### src/hdl/prr_ram.sv
// ----------------------------------------------------------------------------
// prr_ram: generic single-port-write, single-port-read RAM
// One write and one read per cycle, read data registered.
// ----------------------------------------------------------------------------
module prr_ram #(
    parameter int WIDTH = 16,
    parameter int DEPTH = 64,
    localparam int AW = (DEPTH > 1) ? $clog2(DEPTH) : 1
) (
    input  logic             clk,
    input  logic             we,
    input  logic [AW-1:0]    waddr,
    input  logic [WIDTH-1:0] wdata,
    input  logic [AW-1:0]    raddr,
    output logic [WIDTH-1:0] rdata
);

    logic [WIDTH-1:0] mem [DEPTH];

    // write port and registered read port
    always_ff @(posedge clk)
    begin
        if (we)
        begin
            mem[waddr] <= wdata;
        end
        rdata <= mem[raddr];
    end

endmodule

### config.mk
export PLATFORM = sky130hd
export DESIGN_NAME = prr_ram
export DESIGN_NICKNAME = d
export VERILOG_FILES = /design/src/hdl/prr_ram.sv
export SDC_FILE = /design/constraint.sdc
export NUM_CORES = 1
export LEC_CHECK = 0
export ABC_CLOCK_PERIOD_IN_PS = 2600
export BUFFER_PORTS_ARGS = -buffer_cell sky130_fd_sc_hd__clkbuf_2
export CAP_MARGIN = 5
export CORE_ASPECT_RATIO = 0.9
export CORE_UTILIZATION = 65
export CTS_BUF_LIST = sky130_fd_sc_hd__clkbuf_8
export CTS_CLUSTER_DIAMETER = 150
export DETAILED_ROUTE_END_ITERATION = 16
export MAX_ROUTING_LAYER = met4
export PLACE_DENSITY = 0.87
export REMOVE_ABC_BUFFERS = 1
export SLEW_MARGIN = 20
export SYNTH_ARGS = -nofsm -noshare
export SYNTH_HDL_FRONTEND = slang
export SYNTH_SLANG_ARGS = --single-unit
### constraint.sdc
create_clock -name clk -period 2.6 [get_ports clk]
set_input_delay 0.26 -clock clk [delete_from_list [all_inputs] [get_ports clk]]
set_output_delay 0.26 -clock clk [all_outputs]
set_load 0.01 [all_outputs]
==> metrics.txt <==
grt total ovfl 0; Residual DRC 0; PD cells 725 nW/um^2; synth-to-layout area growth 12.1%; Clk network pwr share 37.1%; status completed; GR Layer Usage met2 49.3%; DRT antenna net count 0; Async S/R FF share, synth 0%; #FFs+latches synth 1040; crit start category flop; Final GP Congestion 0.920; crit path cell chain mux4_2 > nor2b_1 > a211o_1 > a31oi_1 > buf_4 > a311oi_1; fin nets 2131; Worst Path Required 3270 ps; die width 264 um; clk_skew 43.3 ps; maximum fanout along the worst path 1; Initial Util 66.4%; max_cap viols 0; Core ar. 60300 um^2; post-synthesis cell count 1829; CTS Root Cell clkbuf_8; Comb power frac 5.6%; Vias 20800; sequential power share 57.3%; first-pass GRT wire length 139 mm; cell area after synthesis 40000 um^2; Design Power 32.5 mW; Netlist cell types 43; f_max 0.461 GHz; M1 GR Usage 42.2%; critical path's largest stage delay 480 ps; Most Crowded Layer GR met2; Commonest cells post-synth edfxtp_1 (1024), mux4_2 (220), mux2i_1 (85); Setup CP Type reg -> reg; Syn Area/Cell 21.9 um^2; clk_lat worst skew 810 ps; Slew Viols, Final 0; non-filler instance count after layout 3003; RSZ-0062 raised after global routing false; synth warn 0; slew margin rel. 25.6%; Post-CTS Resized 0; detailed placer's ending HPWL 59.7 mm; post-CTS setup buffers 0; net switching power 7.18 mW; CTS Hold Buffers Added 1; worst-margin pin slew 1120 ps; top-count cell post-synth edfxtp_1; ratio of final minimum period to clock period 83.5%; total wire length 95.1 mm; # clock sinks 1040; CP max-delay cell mux4_2; drt pass-1 iters 8; sequential area share after synthesis 77.6%; sum of negative setup slack 0 ps; largest net degree at the start of global routing 65; VDD IR max 0.509 mV; design area 44900 um^2; CTS tree built; clock buffer depth 3; placed instance count 2729; I/O pin count 46; initial DRC count 3004; leakage power 14.8 nW; multi-input logic area 8250 um^2; fin crit period 2170 ps; area leader, netlist edfxtp_1; final-layout fill cell count 2967; Sw Share 22.1%; CTS clock-pin slew for the worst setup and hold paths 60 ps; Setup WS pre-CTS -160 ps; Core Util, Final 74.4%; P_int 25.3 mW; Port Buffer Count 45; cell area after placement 42100 um^2; Critical Path AT 2840 ps; DR WL/cell 31.7 um; met3 usage 7.03%; number of synthesized flops with an enable pin 1024; CTS buffer count 152; element type at the critical path end flop; Setup WS post-layout 429 ps; Min-Delay Path Class in -> reg; share of the synthesized area in the top cell type 76.8%; layout cells sized above 1 29.9%; die height 237 um; Hold Worst Slack 117 ps; routed vias/inst 6.93; antenna violations before repair 5; GRT Total Usage 32.4%; number of global-route vias before repair 21100; top_reg_cell synth edfxtp_1; Fin. Hold Viols 0; H-tree levels 4; Seq. cell area 31100 um^2; Area contributors post-synth edfxtp_1 (77%), mux4_2 (12%), mux2i_1 (2.1%); Final setup viols 0; # rows 85; total die area 62600 um^2
## per-layer routing
metal | part of all wire [%] | vias to the layer above | routed length [um]
met1 | 35 | 10600 | 32900
li1 | - | 8245 | -
met5 | 0 | - | 0
met3 | 12 | 297 | 11700
met4 | 4.7 | 0 | 4430
met2 | 48 | 1674 | 46100
## cells by family after synthesis
group	Yosys count	share of synthesized area, %
flip-flops	1040	77.6
buffers and inverters	104	1.83
AO/OA/AOI/OAI	129	2.41
multiplexers	336	15.5
AND/OR/NAND/NOR	220	2.65
## registers in the layout (all words and copies together), names as in the netlist
register / cells
mem: 1024
rdata: 16
## path summary, 6_finish.rpt
path / start / end / slack, ps / cells after the start
setup / recovery: mem[11][3] / rdata[3] / 430 / 6
setup reg to reg: mem[11][3] / rdata[3] / 430 / 6
hold / removal: waddr[1] / mem[55][10] / 120 / 3
hold reg to reg: mem[2][12] / rdata[12] / 880 / 4
## final cells by class
cell class                 instances  share of cell area (%)
clock buffer                     164                    5.03
multi-input combinational        685                    18.4
sequential                      1040                    69.2
tap                              783                    2.18
antenna                            5                  0.0279
timing repair buffer             222                    3.97
clock inverter                   104                    1.15
## worst max-delay path: cells and delay by family (launching register included)
family,cells,cell delay [ps]
multiplexers,1,480
AO/OA/AOI/OAI,3,830
buffers and inverters,1,210
AND/OR/NAND/NOR,1,140
flip-flops,1,360
## power groups by stage
stage / Sequential [mW] / Clock [mW] / Combinational [mW]
2_1_floorplan: 19.0 / 0 / 0.688
3_5_place_dp: 19.0 / 0 / 1.78
3_3_place_gp: 19.0 / 0 / 1.71
6_report: 18.6 / 12.1 / 1.82
5_1_grt: 18.6 / 12.8 / 1.89
4_1_cts: 18.6 / 12.2 / 1.79
## cell usage in the layout (no fill, tap or decap), drive strengths merged, types with 12 or more instances in the layout
| cell | n |
|---|---|
| a22oi | 39 |
| nor2 | 74 |
| mux2i | 85 |
| nand3 | 24 |
| nand2 | 60 |
| a21oi | 17 |
| nor2b | 30 |
| nand4 | 12 |
| clkbuf | 204 |
| a221oi | 16 |
| clkinv | 29 |
| edfxtp | 1024 |
| mux2 | 27 |
| buf | 181 |
| inv | 67 |
| dfxtp | 16 |
| mux4 | 224 |
No activity file was read; power rests on OpenSTA's default activity.
