===== config.mk =====
export PLATFORM = sky130hd
export DESIGN_NAME = prr_mac
export DESIGN_NICKNAME = d
export VERILOG_FILES = /design/src/hdl/prr_pkg.sv /design/src/hdl/prr_mac.sv
export SDC_FILE = /design/constraint.sdc
export NUM_CORES = 1
export LEC_CHECK = 0
export BUFFER_PORTS_ARGS = -buffer_cell sky130_fd_sc_hd__buf_2
export CORE_UTILIZATION = 42
export DETAILED_ROUTE_END_ITERATION = 7
export PLACE_DENSITY = 0.68
export SLEW_MARGIN = 5
export SYNTH_ARGS = -nofsm -noshare
export SYNTH_HDL_FRONTEND = slang
export SYNTH_SLANG_ARGS = --single-unit

===== constraint.sdc =====
create_clock -name clk -period 2.4 [get_ports clk]
set_input_delay 0.12 -clock clk [delete_from_list [all_inputs] [get_ports clk]]
set_output_delay 0.12 -clock clk [all_outputs]
set_load 0.01 [all_outputs]

===== src/hdl/prr_pkg.sv =====
// ----------------------------------------------------------------------------
// prr_pkg: shared types and constants of the rational resampler
// Field widths, register index codes and the control bundle that the
// sequencer hands to the multiply-accumulate unit.
// ----------------------------------------------------------------------------
package prr_pkg;

    // payload widths
    localparam int SAMPLE_W   = 16;
    localparam int FRAC_BITS  = SAMPLE_W - 1;
    localparam int COEF_IDX_W = 10;
    localparam int FACTOR_W   = 7;
    localparam int TAPS_W     = 11;
    localparam int POS_W      = 13;
    localparam int FACTOR_MAX = 64;

    // configuration port
    localparam int CFG_IDX_W  = 2;
    localparam int CFG_DATA_W = 11;

    // configuration register indexes
    typedef enum logic [CFG_IDX_W-1:0] {
        CFG_UP_FACTOR   = 2'd0,
        CFG_DOWN_FACTOR = 2'd1,
        CFG_TAP_COUNT   = 2'd2
    } cfg_reg_t;

    // sequencer to mac control
    typedef struct packed {
        logic clear;
        logic issue;
    } mac_ctrl_t;

endpackage


===== src/hdl/prr_mac.sv =====
// ----------------------------------------------------------------------------
// prr_mac: shared multiply-accumulate unit
// Registers the RAM read, multiplies one tap per cycle, accumulates and
// rounds/saturates the sum back to Q1.15.
// ----------------------------------------------------------------------------
module prr_mac import prr_pkg::*; #(
    parameter int HISTORY_DEPTH = 64
) (
    input  logic                       clk,
    input  logic                       rst_n,
    input  mac_ctrl_t                  ctrl,
    input  logic signed [SAMPLE_W-1:0] coef,
    input  logic signed [SAMPLE_W-1:0] sample,
    output logic                       busy,
    output logic signed [SAMPLE_W-1:0] result
);

    localparam int PROD_W = 2 * SAMPLE_W;
    localparam int ACC_W  = PROD_W + $clog2(HISTORY_DEPTH) + 1;
    localparam logic signed [ACC_W:0] Q_MAX = (ACC_W+1)'(2 ** (SAMPLE_W - 1) - 1);
    localparam logic signed [ACC_W:0] Q_MIN = -(ACC_W+1)'(2 ** (SAMPLE_W - 1));
    localparam logic signed [ACC_W:0] HALF  = (ACC_W+1)'(2 ** (FRAC_BITS - 1));

    logic                     data_vld_reg;
    logic                     prod_vld_reg;
    logic signed [PROD_W-1:0] prod_reg;
    logic signed [ACC_W-1:0]  acc_reg;
    logic signed [ACC_W:0]    rnd_sum;
    logic signed [ACC_W:0]    rnd_q;

    // tap pipeline valid flags
    always_ff @(posedge clk or negedge rst_n)
    begin
        if (!rst_n)
        begin
            data_vld_reg <= 1'b0;
            prod_vld_reg <= 1'b0;
        end
        else
        begin
            data_vld_reg <= ctrl.issue;
            prod_vld_reg <= data_vld_reg;
        end
    end

    // product register and accumulator
    always_ff @(posedge clk)
    begin
        prod_reg <= coef * sample;
        if (ctrl.clear)
        begin
            acc_reg <= '0;
        end
        else if (prod_vld_reg)
        begin
            acc_reg <= acc_reg + ACC_W'(prod_reg);
        end
    end

    assign busy = data_vld_reg | prod_vld_reg;

    // round half up, floor shift, saturate
    assign rnd_sum = {acc_reg[ACC_W-1], acc_reg} + HALF;
    assign rnd_q   = rnd_sum >>> FRAC_BITS;

    always_comb
    begin
        priority if (rnd_q > Q_MAX)
        begin
            result = Q_MAX[SAMPLE_W-1:0];
        end
        else if (rnd_q < Q_MIN)
        begin
            result = Q_MIN[SAMPLE_W-1:0];
        end
        else
        begin
            result = rnd_q[SAMPLE_W-1:0];
        end
    end

    // clearing only happens with the pipeline empty
    a_clear_idle: assert property (@(posedge clk) disable iff (!rst_n)
        ctrl.clear |-> !busy)
        else $error("mac cleared while taps in flight");

    // an issued tap passes the data and product valid flags before the accumulator
    a_tap_flow: assert property (@(posedge clk) disable iff (!rst_n)
        ctrl.issue |=> ##1 prod_vld_reg)
        else $error("issued tap lost in mac pipeline");

endmodule


==> summary.md <==
| Metric | Value |
|---|---|
| Post-synth EDFFs | `0` |
| Synth Area per Inst | `8.83 µm²` |
| Max incr delay on CP | `600 ps` |
| CTS tree | `yes` |
| Reg-to-reg critical path endpoint | `acc_reg[24]` |
| Routed wire length | `a little under 40,000 µm` |
| Global-route wire length before repair | `64,900 µm` |
| Area of the multi-input gates | `13,500 µm²` |
| Reg2reg setup slack | `-200 ps` |
| Layout cells sized above 1 | `36.6%` |
| Critical path cell sequence | `buf_12 -> buf_6 -> buf_4 -> nand2_1 -> fa_1 -> fa_2 -> fa_2 -> inv_2 -> fa_2 -> fa_1 -> inv_2 -> fa_1 -> inv_2 -> ha_4 -> a211oi_4 -> nand2_2 -> o311ai_4 -> a31oi_4 -> nor4_4 -> o21bai_1 -> a21oi_1 -> xnor2_1` |
| Starting Density | `a little over two fifths` |
| Class of the worst hold path | `primary input to asynchronous set/reset pin` |
| Die width | `190 µm` |
| Max Slew Vio Count | `0` |
| Final HPWL DP | `slightly above 30,000 µm` |
| Layout area overhead | `38.1%` |
| Gr usage total | `22.1%` |
| Hold Violations, Final | `0` |
| Clk_skew | `15.6 ps` |
| Residual DRC | `0` |
| Root Driver | `clkbuf_16` |
| Io pins | `53` |
| Status | `complete, but fails checks` |
| Number of global-route vias before repair | `13,459` |
| Violated checks | `negative setup slack` |
| CP Launch Type | `primary input` |
| Filler Cell Count | `2,807` |
| DRC marker count from the first detailed-route iteration | `699` |
| TritonCTS Sinks | `73` |
| Endpoints failing setup | `55` |
| Antenna viol nets, final | `0` |
| Max clock buf depth | `2` |
| Crit-path slowest cell | `fa_2` |
| Rows | `68` |
| Synth Net Count | `approximately 2,100` |
| Most common cell after layout, fill and taps aside | `inv_1` |
| Slew margin rel. | `61.4%` |
| CORE AREA | `34,600 µm²` |
| Yosys warning count | `0` |
| Die height | `190 µm` |
| Largest net degree at the start of global routing | `44` |
| Buffers on Ports | `between 50 and 60` |
| Critical Path AT | `5390 ps` |
| Main flop type after synthesis | `dfxtp_1` |
| Via-to-Cell Ratio | `5.04` |
| Crit share post-route | `214%` |
| Met2 wire length | `19,500 µm` |
| Worst setup EP type | `flip-flop` |
| Total congestion overflow | `0` |
| RSZ-0062 raised after global routing | `true` |
| Critical Path Fanout Max | `6` |
| Final net count | `2,446` |
| Register Area | `1500 µm²` |
| Detailed Routing Iterations Pass 1 | `5` |
| CP Class | `primary input to flip-flop` |
| Final GP Congestion | `0.902` |
| Worst r2r src | `acc_reg[0]` |
| Required time of the critical path | `~2700 ps` |
| Post-Syn Area | `14,800 µm²` |
| PnR worst setup slack | `-2740 ps` |
| Wl on met1 | `17,400 µm` |
| Number of CTS-inserted buffers | `9` |
| FMAX | `195 MHz` |
| CTS clk-pin slew, worst paths | `approximately 70 ps` |
| Die area | `36,000 µm²` |
| Largest register FFs | `39` |
| H-tree depth | `3` |
| Drt wl/cell | `about 16 µm` |
| Clk_lat worst skew | `340 ps` |
| Post-placement setup slack | `-3430 ps` |
| Final period demand of the worst path | `5140 ps` |
| Least-Margin Pin Slew | `573 ps` |
| Via count | `12,534` |
| Yosys cell types | `82` |
| ANT cells | `0` |
| Synthesis-stage register bit count | `73` |
| Worst Reg-to-Reg Cells | `11` |
| Most frequent cells in the layout | `inv_1, buf_4, fa_1` |
| Highest metal used | `met4` |
| Initial antenna violation count | `0` |
| Cells after Synth | `between 1,500 and 2,000` |
| Ys async rst share | `2.74%` |
| Register area share after synthesis | `9.93%` |
| Met3 Routed Length | `1290 µm` |
| Max_cap viols | `0` |
[metal layers]
metal	vias up	track usage, %
met3	53	1.44
met4	0	5.65
met1	6180	29.1
met2	284	39.2
li1	6017	-
met5	-	0
[synth_stat cells, types with 18 or more instances]
cell	number	area (µm²)
nand2_1	168	631
ha_1	121	1510
xnor2_1	41	359
xor2_1	27	236
and2_1	129	807
a21oi_1	56	280
clkbuf_1	45	169
mux2i_1	18	180
nand2b_1	19	119
fa_1	263	5270
inv_1	349	1310
o21a_1	18	135
nor2_1	60	225
nand3_1	24	120
dfxtp_1	71	1420
o21ai_0	36	180
[how the worst max path moves through the flow]
stage / depth (start not counted) / start / slack, ps / end
finish: 22 / sample[3] / -2740 / prod_reg[31]
floorplan: 22 / sample[2] / -2960 / prod_reg[31]
detailed placement: 21 / sample[6] / -3430 / prod_reg[31]
global route: 21 / coef[4] / -2910 / prod_reg[26]
global placement: 21 / sample[6] / -3290 / prod_reg[31]
CTS: 21 / sample[3] / -2810 / prod_reg[31]
[cell families (layout without fill, tap and decap cells)]
| logic type | Yosys count | after routing | share of synthesized area (%) |
|---|---|---|---|
| adder cells (fa/ha/maj) | 384 | 384 | 45.7 |
| multiplexers | 18 | 18 | 1.22 |
| AND/OR/NAND/NOR | 483 | 483 | 17.0 |
| XOR/XNOR | 68 | 68 | 4.02 |
| flip-flops | 73 | 73 | 9.93 |
| AO/OA/AOI/OAI | 252 | 252 | 11.8 |
| buffers and inverters | 401 | 753 | 10.3 |
[worst max-delay path: cells and delay by family]
kind | cells | cell delay [ps]
AO/OA/AOI/OAI | 5 | 1060
AND/OR/NAND/NOR | 3 | 370
adder cells (fa/ha/maj) | 7 | 3160
XOR/XNOR | 1 | 140
buffers and inverters | 6 | 530
[area by class of cell]
cell class                      instances  area share (%)
Timing Repair Buffer                  388            16.3
Clock buffer                           11            1.14
Sequential cell                        73            7.32
Multi-Input combinational cell       1205            65.7
Tap cell                              455            2.78
Clock inverter                          5           0.281
Inverter                              349            6.44
[what timing repair did]
action	in CTS	in global routing
setup endpoints to repair	61	65
endpoints found under the hold margin	3	0
buffers inserted	36	39
pin swaps	131	145
cloned	4	0
hold buffers	2	0
gates resized for setup	214	172
[metrics by stage]
step                      util [%]  hold WS [ps]  area, µm²  TNS, ps  instances
final                         59.1          89.2      20500   -67970       2486
after global routing          59.1          94.9      20500   -74760       2486
after CTS                     56.9          77.8      19700   -64990       2457
after detailed placement      52.4         -90.2      18100   -77620       2403
after global placement        52.4         -96.5      18100   -75360       2403
after floorplan                  -          -176      15700   -58800       1679
Power is left out: the tool's default activity adds up to more than one toggle a clock period on the data nets, which glitch-free logic cannot reach.
