--- src/hdl/prr_pkg.sv ---
// ----------------------------------------------------------------------------
// prr_pkg: shared types and constants of the rational resampler
// Field widths, register index codes and the control bundle that the
// sequencer hands to the multiply-accumulate unit.
// ----------------------------------------------------------------------------
package prr_pkg;

    // payload widths
    localparam int SAMPLE_W   = 16;
    localparam int FRAC_BITS  = SAMPLE_W - 1;
    localparam int COEF_IDX_W = 10;
    localparam int FACTOR_W   = 7;
    localparam int TAPS_W     = 11;
    localparam int POS_W      = 13;
    localparam int FACTOR_MAX = 64;

    // configuration port
    localparam int CFG_IDX_W  = 2;
    localparam int CFG_DATA_W = 11;

    // configuration register indexes
    typedef enum logic [CFG_IDX_W-1:0] {
        CFG_UP_FACTOR   = 2'd0,
        CFG_DOWN_FACTOR = 2'd1,
        CFG_TAP_COUNT   = 2'd2
    } cfg_reg_t;

    // sequencer to mac control
    typedef struct packed {
        logic clear;
        logic issue;
    } mac_ctrl_t;

endpackage

--- src/hdl/prr_ctrl.sv ---
// ----------------------------------------------------------------------------
// prr_ctrl: resampler sequencer
// Takes input transactions, keeps the history ring pointer, the phase
// counter and the tap walk, and holds the output register.
// ----------------------------------------------------------------------------
module prr_ctrl import prr_pkg::*; #(
    parameter int MAX_COEFS     = 1024,
    parameter int HISTORY_DEPTH = 64,
    localparam int CAW = $clog2(MAX_COEFS),
    localparam int HAW = $clog2(HISTORY_DEPTH)
) (
    input  logic                       clk,
    input  logic                       rst_n,
    // input channel
    input  logic                       in_valid,
    output logic                       in_stall,
    input  logic                       func,
    input  logic signed [SAMPLE_W-1:0] sample_in,
    input  logic [COEF_IDX_W-1:0]      coef_index,
    input  logic signed [SAMPLE_W-1:0] coef_value,
    // configuration
    input  logic [FACTOR_W-1:0]        up_factor,
    input  logic [FACTOR_W-1:0]        down_factor,
    input  logic [TAPS_W-1:0]          tap_count,
    // coefficient store
    output logic                       coef_we,
    output logic [CAW-1:0]             coef_waddr,
    output logic [SAMPLE_W-1:0]        coef_wdata,
    output logic [CAW-1:0]             coef_raddr,
    // history ring
    output logic                       ring_we,
    output logic [HAW-1:0]             ring_waddr,
    output logic [SAMPLE_W-1:0]        ring_wdata,
    output logic [HAW-1:0]             ring_raddr,
    input  logic [SAMPLE_W-1:0]        ring_rdata,
    // mac
    output mac_ctrl_t                  mac_ctrl,
    output logic signed [SAMPLE_W-1:0] mac_sample,
    input  logic                       mac_busy,
    input  logic signed [SAMPLE_W-1:0] mac_result,
    // output channel
    output logic                       out_valid,
    input  logic                       out_stall,
    output logic signed [SAMPLE_W-1:0] sample_out,
    output logic                       last
);

    localparam int TW  = (TAPS_W > $clog2(MAX_COEFS + 1)) ? TAPS_W : $clog2(MAX_COEFS + 1);
    localparam int KW  = TW + 1;
    localparam int BW  = $clog2(HISTORY_DEPTH + 1);
    localparam int CIW = ((COEF_IDX_W > CAW) ? COEF_IDX_W : CAW) + 1;

    typedef enum logic [4:0] {
        S_IDLE  = 5'b00001,
        S_CHECK = 5'b00010,
        S_TAPS  = 5'b00100,
        S_DRAIN = 5'b01000,
        S_EMIT  = 5'b10000
    } state_t;

    state_t                     state_reg, state_next;
    logic [POS_W-1:0]           pos_reg, pos_next;
    logic [HAW-1:0]             wp_reg, wp_next;
    logic [HISTORY_DEPTH-1:0]   hvalid_reg, hvalid_next;
    logic                       out_valid_reg, out_valid_next;
    logic signed [SAMPLE_W-1:0] sample_out_reg, sample_out_next;
    logic                       last_reg, last_next;
    logic [FACTOR_W-1:0]        u_reg, u_next;
    logic [FACTOR_W-1:0]        d_reg, d_next;
    logic [TW-1:0]              taps_reg, taps_next;
    logic [HAW-1:0]             newest_reg, newest_next;
    logic [KW-1:0]              k_reg, k_next;
    logic [BW-1:0]              back_reg, back_next;
    logic [HAW-1:0]             slot_reg, slot_next;
    logic                       hv_q_reg;

    logic                       accept;
    logic                       coef_ok;
    logic [FACTOR_W-1:0]        u_cl;
    logic [FACTOR_W-1:0]        d_cl;
    logic [TW-1:0]              taps_cl;
    logic                       tap_go;
    logic [POS_W-1:0]           pos_step;

    function automatic logic [FACTOR_W-1:0] clamp_factor(input logic [FACTOR_W-1:0] f);
        logic [FACTOR_W-1:0] r;
        r = f;
        if (f == '0)
        begin
            r = FACTOR_W'(1);
        end
        else if (f > FACTOR_W'(FACTOR_MAX))
        begin
            r = FACTOR_W'(FACTOR_MAX);
        end
        return r;
    endfunction

    // input side
    assign in_stall = (state_reg != S_IDLE);
    assign accept   = in_valid && !in_stall;
    assign coef_ok  = (CIW'(coef_index) < CIW'(MAX_COEFS));

    assign coef_we    = accept && func && coef_ok;
    assign coef_waddr = CAW'(coef_index);
    assign coef_wdata = coef_value;
    assign ring_we    = accept && !func;
    assign ring_waddr = wp_reg;
    assign ring_wdata = sample_in;

    // effective settings
    assign u_cl    = clamp_factor(up_factor);
    assign d_cl    = clamp_factor(down_factor);
    assign taps_cl = (TW'(tap_count) > TW'(MAX_COEFS)) ? TW'(MAX_COEFS) : TW'(tap_count);

    // tap walk
    assign tap_go     = (k_reg < KW'(taps_reg)) && (back_reg < BW'(HISTORY_DEPTH));
    assign coef_raddr = CAW'(k_reg);
    assign ring_raddr = slot_reg;
    assign pos_step   = pos_reg + POS_W'(d_reg);

    // never-written history entries read as zero
    assign mac_sample = hv_q_reg ? signed'(ring_rdata) : '0;

    // sequencer
    always_comb
    begin
        state_next      = state_reg;
        pos_next        = pos_reg;
        wp_next         = wp_reg;
        hvalid_next     = hvalid_reg;
        out_valid_next  = out_valid_reg && out_stall;
        sample_out_next = sample_out_reg;
        last_next       = last_reg;
        u_next          = u_reg;
        d_next          = d_reg;
        taps_next       = taps_reg;
        newest_next     = newest_reg;
        k_next          = k_reg;
        back_next       = back_reg;
        slot_next       = slot_reg;
        mac_ctrl        = '0;

        unique case (state_reg)
            S_IDLE:
            begin
                if (accept && !func)
                begin
                    hvalid_next[wp_reg] = 1'b1;
                    u_next      = u_cl;
                    d_next      = d_cl;
                    taps_next   = taps_cl;
                    newest_next = wp_reg;
                    wp_next     = (wp_reg == HAW'(HISTORY_DEPTH - 1)) ? '0 : wp_reg + HAW'(1);
                    state_next  = S_CHECK;
                end
            end
            S_CHECK:
            begin
                if (pos_reg < POS_W'(u_reg))
                begin
                    k_next         = KW'(pos_reg);
                    back_next      = '0;
                    slot_next      = newest_reg;
                    mac_ctrl.clear = 1'b1;
                    state_next     = S_TAPS;
                end
                else
                begin
                    pos_next   = pos_reg - POS_W'(u_reg);
                    state_next = S_IDLE;
                end
            end
            S_TAPS:
            begin
                if (tap_go)
                begin
                    mac_ctrl.issue = 1'b1;
                    k_next    = k_reg + KW'(u_reg);
                    back_next = back_reg + BW'(1);
                    slot_next = (slot_reg == '0) ? HAW'(HISTORY_DEPTH - 1) : slot_reg - HAW'(1);
                end
                else
                begin
                    state_next = S_DRAIN;
                end
            end
            S_DRAIN:
            begin
                if (!mac_busy)
                begin
                    state_next = S_EMIT;
                end
            end
            S_EMIT:
            begin
                if (!out_valid_reg || !out_stall)
                begin
                    out_valid_next  = 1'b1;
                    sample_out_next = mac_result;
                    last_next       = (pos_step >= POS_W'(u_reg));
                    pos_next        = pos_step;
                    state_next      = S_CHECK;
                end
            end
            default:
            begin
                state_next = S_IDLE;
            end
        endcase
    end

    // control registers
    always_ff @(posedge clk or negedge rst_n)
    begin
        if (!rst_n)
        begin
            state_reg     <= S_IDLE;
            pos_reg       <= '0;
            wp_reg        <= '0;
            hvalid_reg    <= '0;
            out_valid_reg <= 1'b0;
        end
        else
        begin
            state_reg     <= state_next;
            pos_reg       <= pos_next;
            wp_reg        <= wp_next;
            hvalid_reg    <= hvalid_next;
            out_valid_reg <= out_valid_next;
        end
    end

    // payload registers
    always_ff @(posedge clk)
    begin
        sample_out_reg <= sample_out_next;
        last_reg       <= last_next;
        u_reg          <= u_next;
        d_reg          <= d_next;
        taps_reg       <= taps_next;
        newest_reg     <= newest_next;
        k_reg          <= k_next;
        back_reg       <= back_next;
        slot_reg       <= slot_next;
        hv_q_reg       <= hvalid_reg[slot_reg];
    end

    assign out_valid  = out_valid_reg;
    assign sample_out = sample_out_reg;
    assign last       = last_reg;

    // new transactions only start with the mac empty
    a_accept_idle: assert property (@(posedge clk) disable iff (!rst_n)
        (in_valid && !in_stall) |-> !mac_busy)
        else $error("input accepted while mac busy");

    // result taken only after the last tap is accumulated
    a_emit_drained: assert property (@(posedge clk) disable iff (!rst_n)
        (state_reg == S_EMIT) |-> !mac_busy)
        else $error("emit before mac drained");

    // the walked phase stays below the up factor
    a_walk_phase: assert property (@(posedge clk) disable iff (!rst_n)
        (state_reg == S_TAPS) |-> (pos_reg < POS_W'(u_reg)))
        else $error("phase out of range during tap walk");

    // the walk never reaches past the history depth
    a_walk_bound: assert property (@(posedge clk) disable iff (!rst_n)
        (state_reg == S_TAPS) |-> (back_reg <= BW'(HISTORY_DEPTH)))
        else $error("tap walk beyond history");

endmodule

--- config.mk ---
export PLATFORM = sky130hd
export DESIGN_NAME = prr_ctrl
export DESIGN_NICKNAME = d
export VERILOG_FILES = /design/src/hdl/prr_pkg.sv /design/src/hdl/prr_ctrl.sv
export SDC_FILE = /design/constraint.sdc
export NUM_CORES = 1
export LEC_CHECK = 0
export BUFFER_PORTS_ARGS = -buffer_cell sky130_fd_sc_hd__buf_2
export CAP_MARGIN = 20
export CORE_UTILIZATION = 25
export CTS_CLUSTER_DIAMETER = 40
export DETAILED_ROUTE_END_ITERATION = 12
export HOLD_SLACK_MARGIN = 0.08
export PLACE_DENSITY = 0.43
export SETUP_SLACK_MARGIN = 0.3
export SYNTH_ARGS = -nofsm -noshare
export SYNTH_HDL_FRONTEND = slang
export SYNTH_SLANG_ARGS = --single-unit
--- constraint.sdc ---
create_clock -name clk -period 6.4 [get_ports clk]
set_clock_uncertainty 0.05 [all_clocks]
set_input_delay 1.28 -clock clk [delete_from_list [all_inputs] [get_ports clk]]
set_output_delay 1.28 -clock clk [all_outputs]
set_load 0.01 [all_outputs]
==> flow_metrics.tcl, run 1 <==
set metrics [dict create \
    numCtsBuffers 17 \
    relSlewSlack 0.4444 \
    clk_latency_ns 0.44 \
    setup_tns_ns 0 \
    syn-num-nets 945 \
    post-synth-top-area-cell "dfrtp_1" \
    setup_ws_ns 2.441 \
    synth_top_area_share 0.2477 \
    critPathKind "flip-flop to output port" \
    grt_pass1_vias 5997 \
    rsz0062_at_grt "false" \
    port_buffers 123 \
    clock_path_buffers 2 \
    yosys_warnings 0 \
    clkSinkCount 163 \
    drv_cap 0 \
    post-place-ws_ns 2.824 \
    post_drt_wl_per_cell_um 16.26 \
    path_max_fanout 5 \
    grt_pass1_wl_um 34230 \
    vias_per_cell 4.475 \
    drt_iter0_drc 230 \
    fmax_ghz 0.2526 \
    critPathCaptureType "output port" \
    die_h_um 190.6 \
    dpl_cell_area_um2 9614 \
    final_area_um2 10200 \
    drt_wl_total_um 21570 \
    min_path_type "flip-flop to flip-flop" \
    cts.reportedPaths.clkPinSlew_ns 0.07 \
    r2r_end "last" \
    diodes 0 \
    status "complete, no violations" \
    hold_viol_final 0 \
    synth_most_common_cell "dfrtp_1" \
    route.vias.total 5938 \
    area_growth_pct 14.71 \
    async_flop_share 0.5460 \
    setup_viol 0 \
    dr.pass1.iters 4 \
    syn_area_per_cell_um2 11.18 \
    dp_hpwl_um 15450 \
    h-tree-depth 4 \
    grt_max_degree 59 \
    worst_slew_pin_slew_ns 0.8335 \
    gp_congestion 0.7660 \
    crit_end "mac_ctrl[0]" \
    synthFlopType "dfrtp_1" \
    synthCells 795 \
    finalNetCount 1009 \
    ant_nets 0 \
    rrSetupSlack_ns 3.19 \
    coreArea_um2 34800 \
    synth_edf_count 73 \
    largest_reg_flops 64 \
    post_cts_buffers 0 \
    die-area_um2 36320 \
    root_buffer "clkbuf_16" \
    ys_top_cells_by_area "dfrtp_1 25%, edfxtp_1 25%, ha_1 5.9%, buf_4 4.5%, mux4_2 4.3%" \
    start_util 0.2555 \
    irDropWorstVdd_mv 0.2014 \
    pin_count 208 \
    p_leak_uw 0.004540 \
    die_w_um 190.6 \
    synth_area_um2 8891 \
    crit_required_ns 5.07 \
    post-route-util 0.2931 \
    row_count 68 \
    timing.rr.start "pos_reg[0]" \
    totalPowerFinal_uw 3533 \
    synth_cell_types 62 \
    startpoint "k_reg[9]" \
    yosys_register_bits 163 \
    slew_viol_final 0 \
    drive_above_1_share 0.2305 \
    critPathArrivalTime_ns 2.63 \
    synth_common_cells "88 x dfrtp_1, 73 x edfxtp_1, 53 x buf_4, 53 x nor2_1, 44 x nand2_1" \
    finalCritPeriodShare 0.6187 \
    cts_hold_buf 0 \
    fin_crit_ns 3.959 \
    startpoint_type "flip-flop" \
    ys_seq_area_frac 0.4994 \
    pwr_density_cell_nw_per_um2 346.4 \
    antenna_found_initial 0 \
    cts_tree "built" \
    ctsResizeCount 0 \
    grt.total_usage 0.1242 \
    drc 0 \
    grt_overflow 0 \
    reg2regPathDepth 11 \
]
==> power by group <==
part | switching [uW] | internal (uW)
Sequential | 208 | 1260
Clock | 485 | 540
Combinational | 570 | 465
Total | 1260 | 2270
==> area by class of cell <==
class / instances / area [um2]
Fill cell: 3608 / 24600
Inverter: 32 / 120.1
Tap cell: 455 / 569.3
Clock inverter: 14 / 133.9
Timing Repair Buffer: 130 / 670.6
Sequential cell: 163 / 4441
Multi-Input combinational cell: 515 / 3814
Clock buffer: 18 / 450.4
==> worst min path at each step <==
stage,start,endpoint,slack [ns],cells past startpoint
after floorplan,hvalid_reg[26],hvalid_reg[26],0.37,1
after global placement,hvalid_reg[27],hvalid_reg[27],0.38,1
after detailed placement,hvalid_reg[27],hvalid_reg[27],0.39,1
after CTS,hvalid_reg[1],hvalid_reg[1],0.41,1
after global routing,hvalid_reg[2],hvalid_reg[2],0.42,1
final,hvalid_reg[1],hvalid_reg[1],0.40,1
==> through the flow <==
stage / cells / hold WS [ns]
after global placement: 1295 / 0.3840
final: 1327 / 0.4012
after floorplan: 795 / 0.3726
after global routing: 1327 / 0.4168
after CTS: 1327 / 0.4064
after detailed placement: 1295 / 0.3898
==> layer usage <==
layer  part of all wire  global-route usage  vias up
li1                   -                   -     2924
met5                  0                   0        -
met1               0.48              0.1631     2871
met2               0.47              0.1999      113
met3              0.038             0.02779       30
met4              0.014             0.04338        0
==> kinds of logic after synthesis <==
family	Yosys count	synth area share
adder cells (fa/ha/maj)	45	0.06586
flip-flops	163	0.4994
multiplexers	27	0.05488
AND/OR/NAND/NOR	218	0.1293
XOR/XNOR	37	0.03645
AO/OA/AOI/OAI	188	0.1414
buffers and inverters	117	0.07261
==> cell usage in the layout, fill, tap and decap left out, types with 4 or more instances in the layout <==
master / instances
buf_2: 122
dfrtp_1: 88
edfxtp_1: 73
nor2_1: 53
nand2_1: 44
ha_1: 42
a21o_1: 41
o21bai_1: 33
inv_1: 32
o21ai_0: 31
nor2b_1: 29
a21oi_1: 28
xnor2_1: 25
and2_1: 20
clkbuf_16: 18
mux4_2: 17
xor2_1: 12
nand3_1: 12
a211oi_1: 10
nor3_1: 10
nand2b_1: 9
o211ai_1: 9
nor4_1: 8
buf_4: 8
a31oi_1: 7
mux2i_1: 6
o21ai_1: 6
and3_1: 5
inv_6: 5
mux2_2: 4
nand3b_1: 4
inv_8: 4
==> critical path: stages, from the launching register on <==
cell,delay (ns)
edfxtp_1,0.47
ha_1,0.35
a21o_1,0.16
a2111oi_0,0.58
nand2_1,0.21
nor2_1,0.24
buf_2,0.18
Power figures use the tool's default switching activity.
==> run 2, diff against run 1 <==
--- a/config.mk
+++ b/config.mk
@@ -5,13 +5,14 @@
 export SDC_FILE = /design/constraint.sdc
 export NUM_CORES = 1
 export LEC_CHECK = 0
+export ABC_AREA = 1
 export BUFFER_PORTS_ARGS = -buffer_cell sky130_fd_sc_hd__buf_2
 export CAP_MARGIN = 20
 export CORE_UTILIZATION = 25
 export CTS_CLUSTER_DIAMETER = 40
 export DETAILED_ROUTE_END_ITERATION = 12
 export HOLD_SLACK_MARGIN = 0.08
-export PLACE_DENSITY = 0.43
+export PLACE_DENSITY = 0.44
 export SETUP_SLACK_MARGIN = 0.3
 export SYNTH_ARGS = -nofsm -noshare
 export SYNTH_HDL_FRONTEND = slang
==> constraint.sdc (replaced) <==
create_clock -name clk -period 3.2 [get_ports clk]
set_clock_uncertainty 0.05 [all_clocks]
set_input_delay 0.64 -clock clk [delete_from_list [all_inputs] [get_ports clk]]
set_output_delay 0.64 -clock clk [all_outputs]
set_load 0.01 [all_outputs]
==> run 2 against run 1 <==
Against the previous run:
- sequential power is 89% higher
- routed wire length is 23% higher
- critical path depth is 4 higher
- design area is 9.4% higher
- sequential share of layout area is 3.7 points lower
- die area is 9.4% higher
- register-to-register slack worse by 2.6 ns
- global-route usage is 1.6 points higher
- flip-flop and latch count stayed put
- first-iteration DRC count is 110% higher
- core utilization hardly changed
- clock power is 100% higher
- critical endpoint is now mac_ctrl[1]
==> flow_metrics.tcl, run 2 <==
set metrics [dict create \
    cts_tree "built" \
    ant_nets 0 \
    dp_hpwl_um 19350 \
    critPathMostFrequentCell "inv_1" \
    totalPowerFinal_uw 7376 \
    p_clk_frac 0.277 \
    grt_overflow 0 \
    synth_most_common_cell "nand2_1" \
    drt_iter0_drc 483 \
    path_max_fanout 5 \
    switching_share 0.3962 \
    critPathCaptureType "output port" \
    die_w_um 199.3 \
    async_flop_share 0.5460 \
    final_cell_mix "275 x nand2_1, 206 x inv_1, 128 x nand3_1" \
    ys_seq_area_frac 0.4561 \
    hold_viol_final 0 \
    p_seq_frac 0.376 \
    final_common_cell "nand2_1" \
    synth_cell_types 47 \
    row_count 71 \
    diodes 0 \
    drv_cap 0 \
    drive_above_1_share 0.1642 \
    pwr_density_cell_nw_per_um2 661.1 \
    status "complete, no violations" \
    critPathArrivalTime_ns 2.04 \
    min_path_type "input port to async pin" \
    dr.pass1.iters 4 \
    setup_viol 0 \
    grt_max_degree 47 \
    ys_top_cells_by_area "dfrtp_1 23%, edfxtp_1 23%, nand2_1 11%, inv_1 8.0%, nand3_1 6.6%" \
    clk_latency_ns 0.45 \
    synth_top_area_share 0.2262 \
    synthCells 1210 \
    synthFlopType "dfrtp_1" \
    fin_crit_ns 2.726 \
    yosys_warnings 0 \
    port_buffers 123 \
    die-area_um2 39740 \
    yosys_register_bits 163 \
    largest_reg_flops 64 \
    crit_required_ns 2.51 \
    numCtsBuffers 17 \
    grt.total_usage 0.1403 \
    grt_pass1_vias 7827 \
    post-place-ws_ns 0.5840 \
    p_int_uw 4454 \
    clock_path_buffers 2 \
    coreArea_um2 38020 \
    cts.reportedPaths.clkPinSlew_ns 0.06 \
    slew_viol_final 0 \
    worstPathCellList "inv_1, ha_1, nand2_1, inv_1, nand2_1, nor2_1, nand2_2, nand3_4, inv_1, buf_2" \
    irDropWorstVdd_mv 0.4245 \
    die_h_um 199.3 \
    finalNetCount 1434 \
    syn-num-nets 1360 \
    pin_count 208 \
    setup_ws_ns 0.4738 \
    switchingPower_uw 2923 \
    drt_wl_total_um 26500 \
    gp_congestion 0.8279 \
    cts_hold_buf 0 \
    slowest_delay_ns 0.40 \
    synth_edf_count 73 \
    antenna_found_initial 0 \
    relSlewSlack 0.4957 \
    clkSinkCount 163 \
    fill_cells 4161 \
    post_drt_wl_per_cell_um 14.66 \
    h-tree-depth 4 \
    area_growth_pct 14.61 \
    finalCritPeriodShare 0.8519 \
    setup_tns_ns 0 \
    reg2regPathDepth 14 \
    start_util 0.2561 \
    pwr-share-comb 0.347 \
    rsz0062_at_grt "true" \
    grt_pass1_wl_um 42700 \
    worst_slew_pin_slew_ns 0.7548 \
    syn_area_per_cell_um2 8.046 \
    hold_slack_ns 0.1847 \
    root_buffer "clkbuf_16" \
    post-synth-top-area-cell "dfrtp_1" \
    fmax_ghz 0.3668 \
    p_leak_uw 0.005549 \
    cp_slowest_cell "edfxtp_1" \
    vias_per_cell 4.318 \
    synth_common_cells "276 x nand2_1, 208 x inv_1, 129 x nand3_1, 88 x dfrtp_1, 83 x nor2_1" \
    drc 0 \
    synth_area_um2 9736 \
    route.vias.total 7807 \
    startpoint_type "flip-flop" \
    critPathKind "flip-flop to output port" \
]
-- run 2: cell count changes in the layout (fill, tap and decap cells not counted), moves of 19 or more --
cell      before  now
o21bai_1      33    4
nand3_1       12  128
inv_1         32  206
nor2b_1       29    0
nor2_1        53   82
nand2_1       44  275
and2_1        20    1
a21o_1        41    2
o21ai_0       31   76
-- run 2: area by class of cell --
cell class	count	area [um2]	area share
Clock buffer	19	464.2	0.04160
Clock inverter	13	110.1	0.009868
Timing Repair Buffer	137	735.7	0.06593
Sequential cell	163	4441	0.3980
Multi-Input combinational cell	749	3958	0.3547
Tap cell	511	639.4	0.05730
Inverter	216	810.8	0.07266
-- run 2: cell families after synthesis --
| kind of cell | Yosys count | synth area share |
|---|---|---|
| xor+xnor | 18 | 0.01619 |
| flops | 163 | 0.4561 |
| buf+inv | 298 | 0.1420 |
| fa+ha+maj | 45 | 0.06015 |
| compound gates | 142 | 0.07891 |
| simple gates | 544 | 0.2466 |
-- run 2: timing repair --
item / in CTS / in global routing
pin swaps: 0 / 1
resized for setup: 1 / 8
setup endpoints to repair: 1 / 2
buffers inserted: 1 / 1
-- run 2: power groups by stage --
| stage | logic (uW) | registers (uW) | clock network (uW) |
|---|---|---|---|
| 3_5_place_dp | 2530 | 2810 | 0 |
| 6_report | 2560 | 2780 | 2040 |
| 4_1_cts | 2560 | 2770 | 2120 |
| 3_3_place_gp | 2540 | 2810 | 0 |
| 5_1_grt | 2970 | 2820 | 2190 |
| 2_1_floorplan | 1980 | 2670 | 0 |
-- run 2: worst max-delay path: cells and delay by family, from the launching register on --
| family | cells | cell delay (ns) |
|---|---|---|
| fa+ha+maj | 1 | 0.36 |
| simple gates | 5 | 0.46 |
| flops | 1 | 0.40 |
| buf+inv | 4 | 0.39 |
-- run 2: stage by stage --
step,util,area (um2),cells
2_1_floorplan,-,9736,1210
3_3_place_gp,0.2768,10520,1774
3_5_place_dp,0.2768,10520,1774
4_1_cts,0.2922,11110,1807
5_1_grt,0.2935,11160,1808
6_report,0.2935,11160,1808
-- run 2: metal layers --
layer	GRT usage	up-vias	part of all wire
met2	0.2225	158	0.46
met1	0.1910	3658	0.49
met5	0	-	0
met3	0.02835	21	0.039
li1	-	3970	-
met4	0.04326	0	0.013
-- run 2: path summary, 6_finish.rpt --
check,startpoint,endpoint,slack (ns)
min reg2reg,hvalid_reg[7],hvalid_reg[7],0.40
max reg2reg,pos_reg[0],last,0.55
max in group asynchronous,rst_n,pos_reg[5],2.25
min in group clk,mac_result[3],sample_out[3],0.33
min,rst_n,out_valid,0.18
max,u_reg[6],mac_ctrl[1],0.47
